**src/rtl/hla_pkg.sv**
```systemverilog
// ----------------------------------------------------------------------------
// hla_pkg
// Shared types, constants and the sine table for the hough line accumulator.
// ----------------------------------------------------------------------------
package hla_pkg;

  localparam int unsigned MAX_DIM    = 512;
  localparam int unsigned RHO_BINS   = 1448;
  localparam int unsigned ANGLE_BINS = 180;
  localparam int unsigned COUNT_W    = 20;
  localparam int unsigned ACC_DEPTH  = RHO_BINS * ANGLE_BINS;
  localparam int unsigned ADDR_W     = $clog2(ACC_DEPTH);
  localparam int unsigned EDGE_MIN   = 240;
  localparam int unsigned BORDER     = 5;
  localparam int unsigned WIN_RHO    = 5;
  localparam int unsigned WIN_ANG    = 15;

  localparam logic [63:0] PI_Q30 = 64'd3373259426;

  typedef enum logic [1:0] {
    CMD_VOTE  = 2'd0,
    CMD_CHECK = 2'd1,
    CMD_CLEAR = 2'd2
  } cmd_e;

  typedef enum logic [1:0] {
    REG_WIDTH     = 2'd0,
    REG_HEIGHT    = 2'd1,
    REG_OFFSET    = 2'd2,
    REG_THRESHOLD = 2'd3
  } reg_e;

  typedef struct packed {
    logic [1:0]  command;
    logic [8:0]  pix_x;
    logic [8:0]  pix_y;
    logic [7:0]  magnitude;
    logic [10:0] rho_index;
    logic [7:0]  angle;
  } in_item_t;

  typedef struct packed {
    logic [19:0] votes;
    logic        is_peak;
    logic        accepted;
    logic [7:0]  dropped;
  } out_item_t;

  typedef enum logic [3:0] {
    OP_NONE,
    OP_CAPTURE,
    OP_CLEAR,
    OP_MUL,
    OP_ROW,
    OP_ADR,
    OP_WR,
    OP_CENTER,
    OP_CVAL,
    OP_SCAN,
    OP_RESULT
  } op_e;

  typedef struct packed {
    op_e op;
  } dp_ctl_t;

  typedef struct packed {
    logic [1:0] cmd;
    logic       pix_ok;
    logic       chk_ok;
    logic       clr_last;
    logic       angle_last;
    logic       scan_last;
    logic       out_full;
  } dp_sts_t;

  typedef enum logic [3:0] {
    S_INIT,
    S_IDLE,
    S_DECODE,
    S_CLEAR,
    S_V_MUL,
    S_V_ROW,
    S_V_ADR,
    S_V_RD,
    S_V_WR,
    S_C_CTR,
    S_C_RD,
    S_C_VAL,
    S_C_SCAN,
    S_C_DRN1,
    S_C_DRN2,
    S_RESULT
  } state_e;

  typedef logic [16:0] sin_rom_t [0:90];

  // round(65536*sin(d deg)) by a q30 taylor series
  function automatic logic [16:0] sin_q16(input int unsigned d);
    logic [63:0] th;
    logic [63:0] th2;
    logic [63:0] term;
    logic signed [63:0] sum;
    logic [63:0] rnd;
    th   = (64'(d) * PI_Q30) / 64'd180;
    th2  = (th * th) >> 30;
    term = th;
    sum  = '0;
    for (int k = 0; k < 12; k++) begin
      if ((k % 2) == 1) begin
        sum = sum - $signed(term);
      end else begin
        sum = sum + $signed(term);
      end
      term = ((term * th2) >> 30) / 64'((2 * k + 2) * (2 * k + 3));
    end
    if (sum < 0) begin
      sum = '0;
    end
    rnd = ($unsigned(sum) + 64'd8192) >> 14;
    return rnd[16:0];
  endfunction

  function automatic sin_rom_t build_sin_rom();
    sin_rom_t r;
    for (int d = 0; d <= 90; d++) begin
      r[d] = sin_q16(d);
    end
    return r;
  endfunction

  localparam sin_rom_t SIN_ROM = build_sin_rom();

endpackage

```
**src/rtl/hla_ctrl.sv**
```systemverilog
// ----------------------------------------------------------------------------
// hla_ctrl
// Sequencer for vote, check and clear transactions and the reset clear pass.
// ----------------------------------------------------------------------------
module hla_ctrl (
  input  logic             clk_i,
  input  logic             rst_ni,
  input  logic             in_valid_i,
  output logic             in_stall_o,
  input  hla_pkg::dp_sts_t sts_i,
  output hla_pkg::dp_ctl_t ctl_o
);

  hla_pkg::state_e state_q, state_d;

  always_ff @(posedge clk_i or negedge rst_ni) begin
    if (!rst_ni) begin
      state_q <= hla_pkg::S_INIT;
    end else begin
      state_q <= state_d;
    end
  end

  always_comb begin
    state_d    = state_q;
    ctl_o.op   = hla_pkg::OP_NONE;
    in_stall_o = 1'b1;
    case (state_q)
      hla_pkg::S_INIT: begin
        ctl_o.op = hla_pkg::OP_CLEAR;
        if (sts_i.clr_last) begin
          state_d = hla_pkg::S_IDLE;
        end
      end
      hla_pkg::S_IDLE: begin
        in_stall_o = 1'b0;
        if (in_valid_i) begin
          ctl_o.op = hla_pkg::OP_CAPTURE;
          state_d  = hla_pkg::S_DECODE;
        end
      end
      hla_pkg::S_DECODE: begin
        if (sts_i.cmd == hla_pkg::CMD_VOTE && sts_i.pix_ok) begin
          state_d = hla_pkg::S_V_MUL;
        end else if (sts_i.cmd == hla_pkg::CMD_CHECK && sts_i.chk_ok) begin
          state_d = hla_pkg::S_C_CTR;
        end else if (sts_i.cmd == hla_pkg::CMD_CLEAR) begin
          state_d = hla_pkg::S_CLEAR;
        end else begin
          state_d = hla_pkg::S_RESULT;
        end
      end
      hla_pkg::S_CLEAR: begin
        ctl_o.op = hla_pkg::OP_CLEAR;
        if (sts_i.clr_last) begin
          state_d = hla_pkg::S_RESULT;
        end
      end
      hla_pkg::S_V_MUL: begin
        ctl_o.op = hla_pkg::OP_MUL;
        state_d  = hla_pkg::S_V_ROW;
      end
      hla_pkg::S_V_ROW: begin
        ctl_o.op = hla_pkg::OP_ROW;
        state_d  = hla_pkg::S_V_ADR;
      end
      hla_pkg::S_V_ADR: begin
        ctl_o.op = hla_pkg::OP_ADR;
        state_d  = hla_pkg::S_V_RD;
      end
      hla_pkg::S_V_RD: begin
        state_d = hla_pkg::S_V_WR;
      end
      hla_pkg::S_V_WR: begin
        ctl_o.op = hla_pkg::OP_WR;
        state_d  = sts_i.angle_last ? hla_pkg::S_RESULT : hla_pkg::S_V_MUL;
      end
      hla_pkg::S_C_CTR: begin
        ctl_o.op = hla_pkg::OP_CENTER;
        state_d  = hla_pkg::S_C_RD;
      end
      hla_pkg::S_C_RD: begin
        state_d = hla_pkg::S_C_VAL;
      end
      hla_pkg::S_C_VAL: begin
        ctl_o.op = hla_pkg::OP_CVAL;
        state_d  = hla_pkg::S_C_SCAN;
      end
      hla_pkg::S_C_SCAN: begin
        ctl_o.op = hla_pkg::OP_SCAN;
        if (sts_i.scan_last) begin
          state_d = hla_pkg::S_C_DRN1;
        end
      end
      hla_pkg::S_C_DRN1: begin
        state_d = hla_pkg::S_C_DRN2;
      end
      hla_pkg::S_C_DRN2: begin
        state_d = hla_pkg::S_RESULT;
      end
      hla_pkg::S_RESULT: begin
        if (!sts_i.out_full) begin
          ctl_o.op = hla_pkg::OP_RESULT;
          state_d  = hla_pkg::S_IDLE;
        end
      end
      default: begin
        state_d = hla_pkg::S_IDLE;
      end
    endcase
  end

endmodule

```
**config.mk**
```make
export PLATFORM = sky130hd
export DESIGN_NAME = hla_ctrl
export DESIGN_NICKNAME = d
export VERILOG_FILES = /design/src/rtl/hla_pkg.sv /design/src/rtl/hla_ctrl.sv
export SDC_FILE = /design/constraint.sdc
export NUM_CORES = 1
export LEC_CHECK = 0
export BUFFER_PORTS_ARGS = -buffer_cell sky130_fd_sc_hd__buf_2
export CAP_MARGIN = 20
export CORE_AREA = 2 2 39 41
export CTS_BUF_LIST = sky130_fd_sc_hd__clkbuf_16
export CTS_CLUSTER_SIZE = 14
export DETAILED_ROUTE_END_ITERATION = 8
export DIE_AREA = 0 0 41 43
export SETUP_SLACK_MARGIN = 0.02
export SYNTH_ARGS = -nofsm -noshare
export SYNTH_HDL_FRONTEND = slang
export SYNTH_SLANG_ARGS = --single-unit
```
**constraint.sdc**
```tcl
create_clock -name clk_i -period 3.44 [get_ports clk_i]
set_input_delay 0.688 -clock clk_i [delete_from_list [all_inputs] [get_ports clk_i]]
set_output_delay 0.688 -clock clk_i [all_outputs]
set_load 0.05 [all_outputs]
```
* Yosys cells after proc, flatten, opt, wreduce, memory -nomap -nowiden *
Index checks and enable logic that the tools add are counted.

word-level totals
  bits in registers = 4
  input bits = 11
  word-level logic and storage cells = 43

operators by class
  equal/unequal tests = 22
  muxes and demuxes = 14
  reduce and logical (&&, ||, !) cells = 6

operator list
  kind                                                 number
  case mux 4 bit (16 select lines)                     1
  2-to-1 mux 4 bit                                     10
  case mux 4 bit (10 select lines)                     1
  equality test 4 bit, second input constant           8
  equality test 4 x 3 -> 1 bit, second input constant  4
  inequality test 2 bit, second input constant         5
  equality test 4 x 2 -> 1 bit, second input constant  2
  AND reduction 5 bit                                  1
  equality test 4 x 1 -> 1 bit, second input constant  1
  logical NOT 4 bit                                    1
  equality test 2 x 1 -> 1 bit, second input constant  1
  equality test 2 bit, second input constant           1
  logical AND 1 bit                                    2
  logical NOT 2 bit                                    1
  2-to-1 mux 1 bit                                     2
  OR reduction 2 bit                                   1

* Longest topological paths before layout *
Gate-level depths: netlist of the first run.

  word-level depth = 5
  depth in mapped cells = 6

* Least setup slack after synthesis of the first run *
OpenSTA, ideal clock, no wires.

  path kind = register to output
  from = reg state_q[3]
  to = out ctl_o[2] in the netlist's numbering
  arrival = 1.790 ns
  data required time = 2.752 ns
  path slack = 0.962 ns
  stages on the path, launching flop included = 6
  buffers on the path = 2
  path through = dfrtp_1 > buf_6 > clkbuf_1 > nand2b_1 > o21ba_2 > o22ai_1

RTL lines
  what                    RTL line        RTL
  start, declared         hla_ctrl.sv:14  hla_pkg::state_e state_q, state_d;
  start signal, assigned  hla_ctrl.sv:18  state_q <= hla_pkg::S_INIT;
  start signal, assigned  hla_ctrl.sv:20  state_q <= state_d;
  end, declared           hla_ctrl.sv:11  output hla_pkg::dp_ctl_t ctl_o

==> metrics.md, run 1 <==
| Metric | Value |
|---|---|
| H-tree depth | 1 |
| CTS tree | yes |
| Layout area overhead | 23.8% |
| Final setup fails | 0 |
| Biggest regs | state_q (4) |
| Slew at the pin closest to its max-slew limit | 579 ps |
| Top post-synthesis cells by area | dfrtp_1 19%, a21oi_1 8.4%, nand2b_1 4.7% |
| Resized Gates After CTS | 0 |
| Critical path arrival | 1820 ps |
| Slew margin rel. | 61.4% |
| CP Class | reg2out |
| Die extent in y | 43 um |
| Synthesized cell area | 537 um^2 |
| Worst Path Max Fanout | 19 |
| Via count | 590 |
| Sum Neg Setup Slack | 0 ps |
| Most common cell after layout, fill and taps aside | buf_2 |
| Worst skew pair latency | 220 ps |
| Net count after synthesis | 87 |
| Max Clk Rate | 0.399 GHz |
| Post-synthesis async set-or-reset flop share | 100% |
| Number of global-route vias before repair | 532 |
| CTS Buffer Depth | 2 |
| R2R cell count | 4 |
| Final instance area | 664 um^2 |
| First-pass GRT wire length | 2.17 mm |
| Final Hold Fails | 0 |
| Worst hold slack | 262 ps |
| Vias per Instance | 5.78 |
| DR pass1 iterations | 4 |
| Worst Skew | 0.829 ps |
| # hold bufs at CTS | 0 |
| Max reg flops | 4 |
| RSZ-0062 raised after global routing | false |
| Synthesis Warnings | 0 |
| Largest reg by FF count | state_q |
| # IOs | 16 |
| Syn_area_per_cell | 7.06 um^2 |
| R2r setup slk | 1700 ps |
| Nets | 99 |
| Worst R2R End | state_q[3] |
| Total gr overflow | 0 |
| Area share of the largest cell type after synthesis | 18.6% |
| CP peak stage delay | 650 ps |
| Final Wtd Congestion | 0.804 |
| Crit. End Element | output port |
| Most frequent cells in the layout | 15 x buf_2, 9 x a21oi_1, 6 x nor2_1, 5 x nand2_1 |
| Pin count of the biggest net entering global routing | 22 |
| Final Critical Period | 2500 ps |
| Slowest cell on crit path | dfrtp_1 |
| Cell accounting for the most synthesized area | dfrtp_1 |
| R2r startpoint | state_q[2] |
| Num CTS Buffers | 3 |
| Wirelength per Cell | 12.5 um |
| WP data required | 2750 ps |
| EDFF count, synth | 0 |
| DP Area | 589 um^2 |
| Row cnt | 14 |
| Die area | 1760 um^2 |
| Status | complete, no violations |
| Clock sinks | 4 |
| Gate count after technology mapping | 76 |
| WL final | 1.28 mm |
| CORE AREA | 1380 um^2 |
| Hold Path Class | in2async |
| Max-cap violation count | 0 |
| Initial antenna violation count | 0 |
| Post-layout util | 48.0% |
| Most used flip-flop cell after synthesis | dfrtp_1 |
| Die X | 41 um |
| Crit-path cells | inv_1 -> nor3_1 -> a21oi_1 -> o22ai_1 -> buf_2 |
| Post-CTS Setup Bufs | 0 |
| Slew Viols, Final | 0 |
| Starting Density | 38.8% |
| #FFs+latches synth | 4 |
| Total GRT Usage | 17.7% |
| DRT iter0 DRCs | 17 |
| Sequential-to-total area share from yosys stat | 18.6% |
| Clk root buf | clkbuf_16 |
| Antenna-violating nets left | 0 |
| Crit start category | flip-flop |
| Yosys cell types | 37 |
| Port bufs | 15 |
| Layout cells sized above 1 | 26.7% |
| Antenna Cells | 0 |
| Period utilization | 72.8% |
| DR DRC count | 0 |
| FILL cells | 135 |
| Clock-pin slew on the worst setup and hold paths | 30 ps |
critical path: cells and delay by family (launching register included):
kind	cells	cell delay (ps)
flip-flops	1	650
buffers and inverters	2	490
AO/OA/AOI/OAI	2	230
AND/OR/NAND/NOR	1	220
synthesized netlist by cell type, types with 3 or more instances:
cell,number
buf_2,4
o21ai_0,4
o21a_1,3
a21oi_1,9
nand2b_1,4
nand2_1,5
o22ai_1,3
nor2_1,6
dfrtp_1,4
nand3_1,3
layout make-up:
cell class                 count  area (um^2)  share of cell area (%)
timing repair buffer          15         75.1                    11.3
tap                           16         20.0                    3.01
sequential                     4          100                    15.1
clock buffer                   3         75.1                    11.3
inverter                       2         7.51                    1.13
multi-input combinational     62          387                    58.2
worst max path at each step:
stage / slack [ps] / end / cells past startpoint / startpoint
2_1_floorplan: 960 / ctl_o[2] / 5 / state_q[3]
3_3_place_gp: 1200 / ctl_o[1] / 4 / state_q[2]
3_5_place_dp: 1180 / ctl_o[0] / 5 / state_q[0]
4_1_cts: 930 / ctl_o[0] / 5 / state_q[0]
5_1_grt: 740 / ctl_o[0] / 5 / state_q[0]
6_report: 940 / ctl_o[0] / 5 / state_q[0]
kinds of logic after synthesis:
logic type	synth area share, %
AND/OR/NAND/NOR	33.6
AO/OA/AOI/OAI	38.5
buffers and inverters	9.32
flip-flops	18.6
stage by stage:
step,cells,setup slack [ps]
3_3_place_gp,99,1200
6_report,102,936
3_5_place_dp,99,1180
5_1_grt,102,740
4_1_cts,102,932
2_1_floorplan,76,962
metal layers:
| metal | track usage [%] | vias to the layer above | routed length, um |
|---|---|---|---|
| met1 | 25.6 | 271 | 598 |
| met2 | 25.6 | 14 | 620 |
| li1 | - | 303 | - |
| met4 | 8.00 | 0 | 13 |
| met3 | 1.57 | 2 | 46 |
| met5 | 0 | - | 0 |
Power of run 1 is not shown: default switching activity piles up to over one toggle a cycle in this logic, so the estimate is an artifact.
==> inputs of run 2 (changes only) <==
==> constraint.sdc (replaced) <==
create_clock -name clk_i -period 2.6 [get_ports clk_i]
set_input_delay 0.52 -clock clk_i [delete_from_list [all_inputs] [get_ports clk_i]]
set_output_delay 0.52 -clock clk_i [all_outputs]
set_load 0.05 [all_outputs]
==> run 2 against run 1 <==
- utilization increased by 1.6 points
- count of clock-buffer cells in the layout unchanged
- critical path depth decreased by 1
- critical path type unchanged
==> metrics.md, run 2 (synthesized netlist as in run 1, its figures left out) <==
| Metric | Value |
|---|---|
| Status | complete, no violations (unchanged) |
| Worst skew pair latency | 230 ps (was 220 ps) |
| Post-CTS Setup Bufs | 0 (unchanged) |
| Leak | 0.283 nW |
| Crit start category | flip-flop (unchanged) |
| Pin count of the biggest net entering global routing | 19 (was 22) |
| Period utilization | 85.7% |
| Via count | 596 (was 590) |
| Max reg flops | 4 (unchanged) |
| Antenna-violating nets left | 0 (unchanged) |
| Worst hold slack | 87.6 ps (was 262 ps) |
| DR DRC count | 0 (unchanged) |
| Most common cell after layout, fill and taps aside | buf_2 (unchanged) |
| Die X | 41 um (unchanged) |
| R2r setup slk | 940 ps (was 1700 ps) |
| WP data required | 2080 ps (was 2750 ps) |
| Die extent in y | 43 um (unchanged) |
| DRT iter0 DRCs | 8 (was 17) |
| Biggest regs | state_q (4) (unchanged) |
| CTS tree | yes (unchanged) |
| Number of global-route vias before repair | 540 (was 532) |
| # IOs | 16 (unchanged) |
| Total gr overflow | 0 (unchanged) |
| Sum Neg Setup Slack | 0 ps (unchanged) |
| Wirelength per Cell | 12.6 um (was 12.5 um) |
| WL final | 1.33 mm (was 1.28 mm) |
| Max Clk Rate | 0.449 GHz |
| Layout cells sized above 1 | 29.2% (was 26.7%) |
| RSZ-0062 raised after global routing | false (unchanged) |
| Final Hold Fails | 0 (unchanged) |
| Port bufs | 15 (unchanged) |
| Layout area overhead | 28.0% (was 23.8%) |
| # hold bufs at CTS | 0 (unchanged) |
| Worst Skew | 2.71 ps (was 0.829 ps) |
| First-pass GRT wire length | 2.28 mm (was 2.17 mm) |
| Total GRT Usage | 19.0% (was 17.7%) |
| Final Power | 1.19 mW |
| Clock-pin slew on the worst setup and hold paths | 30 ps (about the same) |
| Most frequent cells in the layout | 15 x buf_2, 9 x a21oi_1, 6 x nor2_1, 5 x nand2_1 (unchanged) |
| Slew Viols, Final | 0 (unchanged) |
| Crit. End Element | output port (unchanged) |
| CP Class | reg2out (unchanged) |
| Nets | 102 (was 99) |
| FILL cells | 148 (was 135) |
| Die area | 1760 um^2 (unchanged) |
| Slew at the pin closest to its max-slew limit | 495 ps (was 579 ps) |
| CORE AREA | 1380 um^2 (unchanged) |
| Hold Path Class | in2async (unchanged) |
| Critical path arrival | 1710 ps (was 1820 ps) |
| Final Wtd Congestion | 0.838 (was 0.804) |
| Worst Path Max Fanout | 18 (was 19) |
| H-tree depth | 1 (unchanged) |
| Vias per Instance | 5.68 (was 5.78) |
| Row cnt | 14 (unchanged) |
| Clock sinks | 4 (unchanged) |
| Antenna Cells | 0 (unchanged) |
| Starting Density | 38.8% (unchanged) |
| Initial antenna violation count | 0 (unchanged) |
| Final setup fails | 0 (unchanged) |
| Largest reg by FF count | state_q (unchanged) |
| Max-cap violation count | 0 (unchanged) |
| Num CTS Buffers | 3 (unchanged) |
| Slew margin rel. | 67.0% (was 61.4%) |
| CTS Buffer Depth | 2 (unchanged) |
| DR pass1 iterations | 4 (unchanged) |
| Power per cell area | 1730 nW/um^2 |
| Detail Placement HPWL | 922 um |
| Clk root buf | clkbuf_16 (unchanged) |
| Resized Gates After CTS | 0 (unchanged) |
| Max VDD drop | 878 uV |
| Final Critical Period | 2230 ps |
==> run 2: report_power, final <==
group	internal (mW)	leakage, nW	switching (mW)	total (mW)
combinational	0.294	0.200	0.481	0.775
sequential	0.0989	0.0466	0.0742	0.173
clock	0.197	0.0370	0.0447	0.241
==> run 2: cell type report <==
type                    instances  area (um^2)  share of cell area, %
well taps                      16         20.0                   2.91
repair buffers                 18         97.6                   14.2
inverters                       2         7.51                   1.09
clock buffers                   3         75.1                   10.9
flip-flops and latches          4          100                   14.6
multi-input cells              62          387                   56.3
==> run 2: metal layers <==
layer / wire length (um) / track usage, % / up-vias
met5: 0 / 0 / -
met1: 599 / 24.4 / 260
met4: 24 / 12.0 / 0
met3: 71 / 3.14 / 3
li1: - / - / 311
met2: 631 / 27.8 / 22
==> run 2: through the flow <==
| step | utilization, % | worst slack, ps | cells | cell area [um^2] |
|---|---|---|---|---|
| 2_1_floorplan | - | 290 | 76 | 537 |
| 3_3_place_gp | 44.2 | 655 | 102 | 612 |
| 3_5_place_dp | 44.2 | 614 | 102 | 612 |
| 4_1_cts | 49.6 | 378 | 105 | 687 |
| 5_1_grt | 49.6 | 249 | 105 | 687 |
| 6_report | 49.6 | 372 | 105 | 687 |
==> run 2: final timing paths <==
kind / start / end / cells after the start
worst max-delay path: state_q[3] / ctl_o[1] / 4
worst min-delay path: rst_ni / state_q[3] / 1
worst max register to register: state_q[3] / state_q[0] / 4
worst min register to register: state_q[1] / state_q[1] / 3
max in group asynchronous: rst_ni / state_q[2] / 1
min in group clk_i: sts_i[1] / state_q[3] / 4
==> run 2: worst max-delay path, cell delays in order, from the launching register on <==
cell and delay (ps):
dfrtp_1 550, or2_2 400, o21a_1 120, o22ai_1 140, buf_2 280
Power figures use the tool's default switching activity.
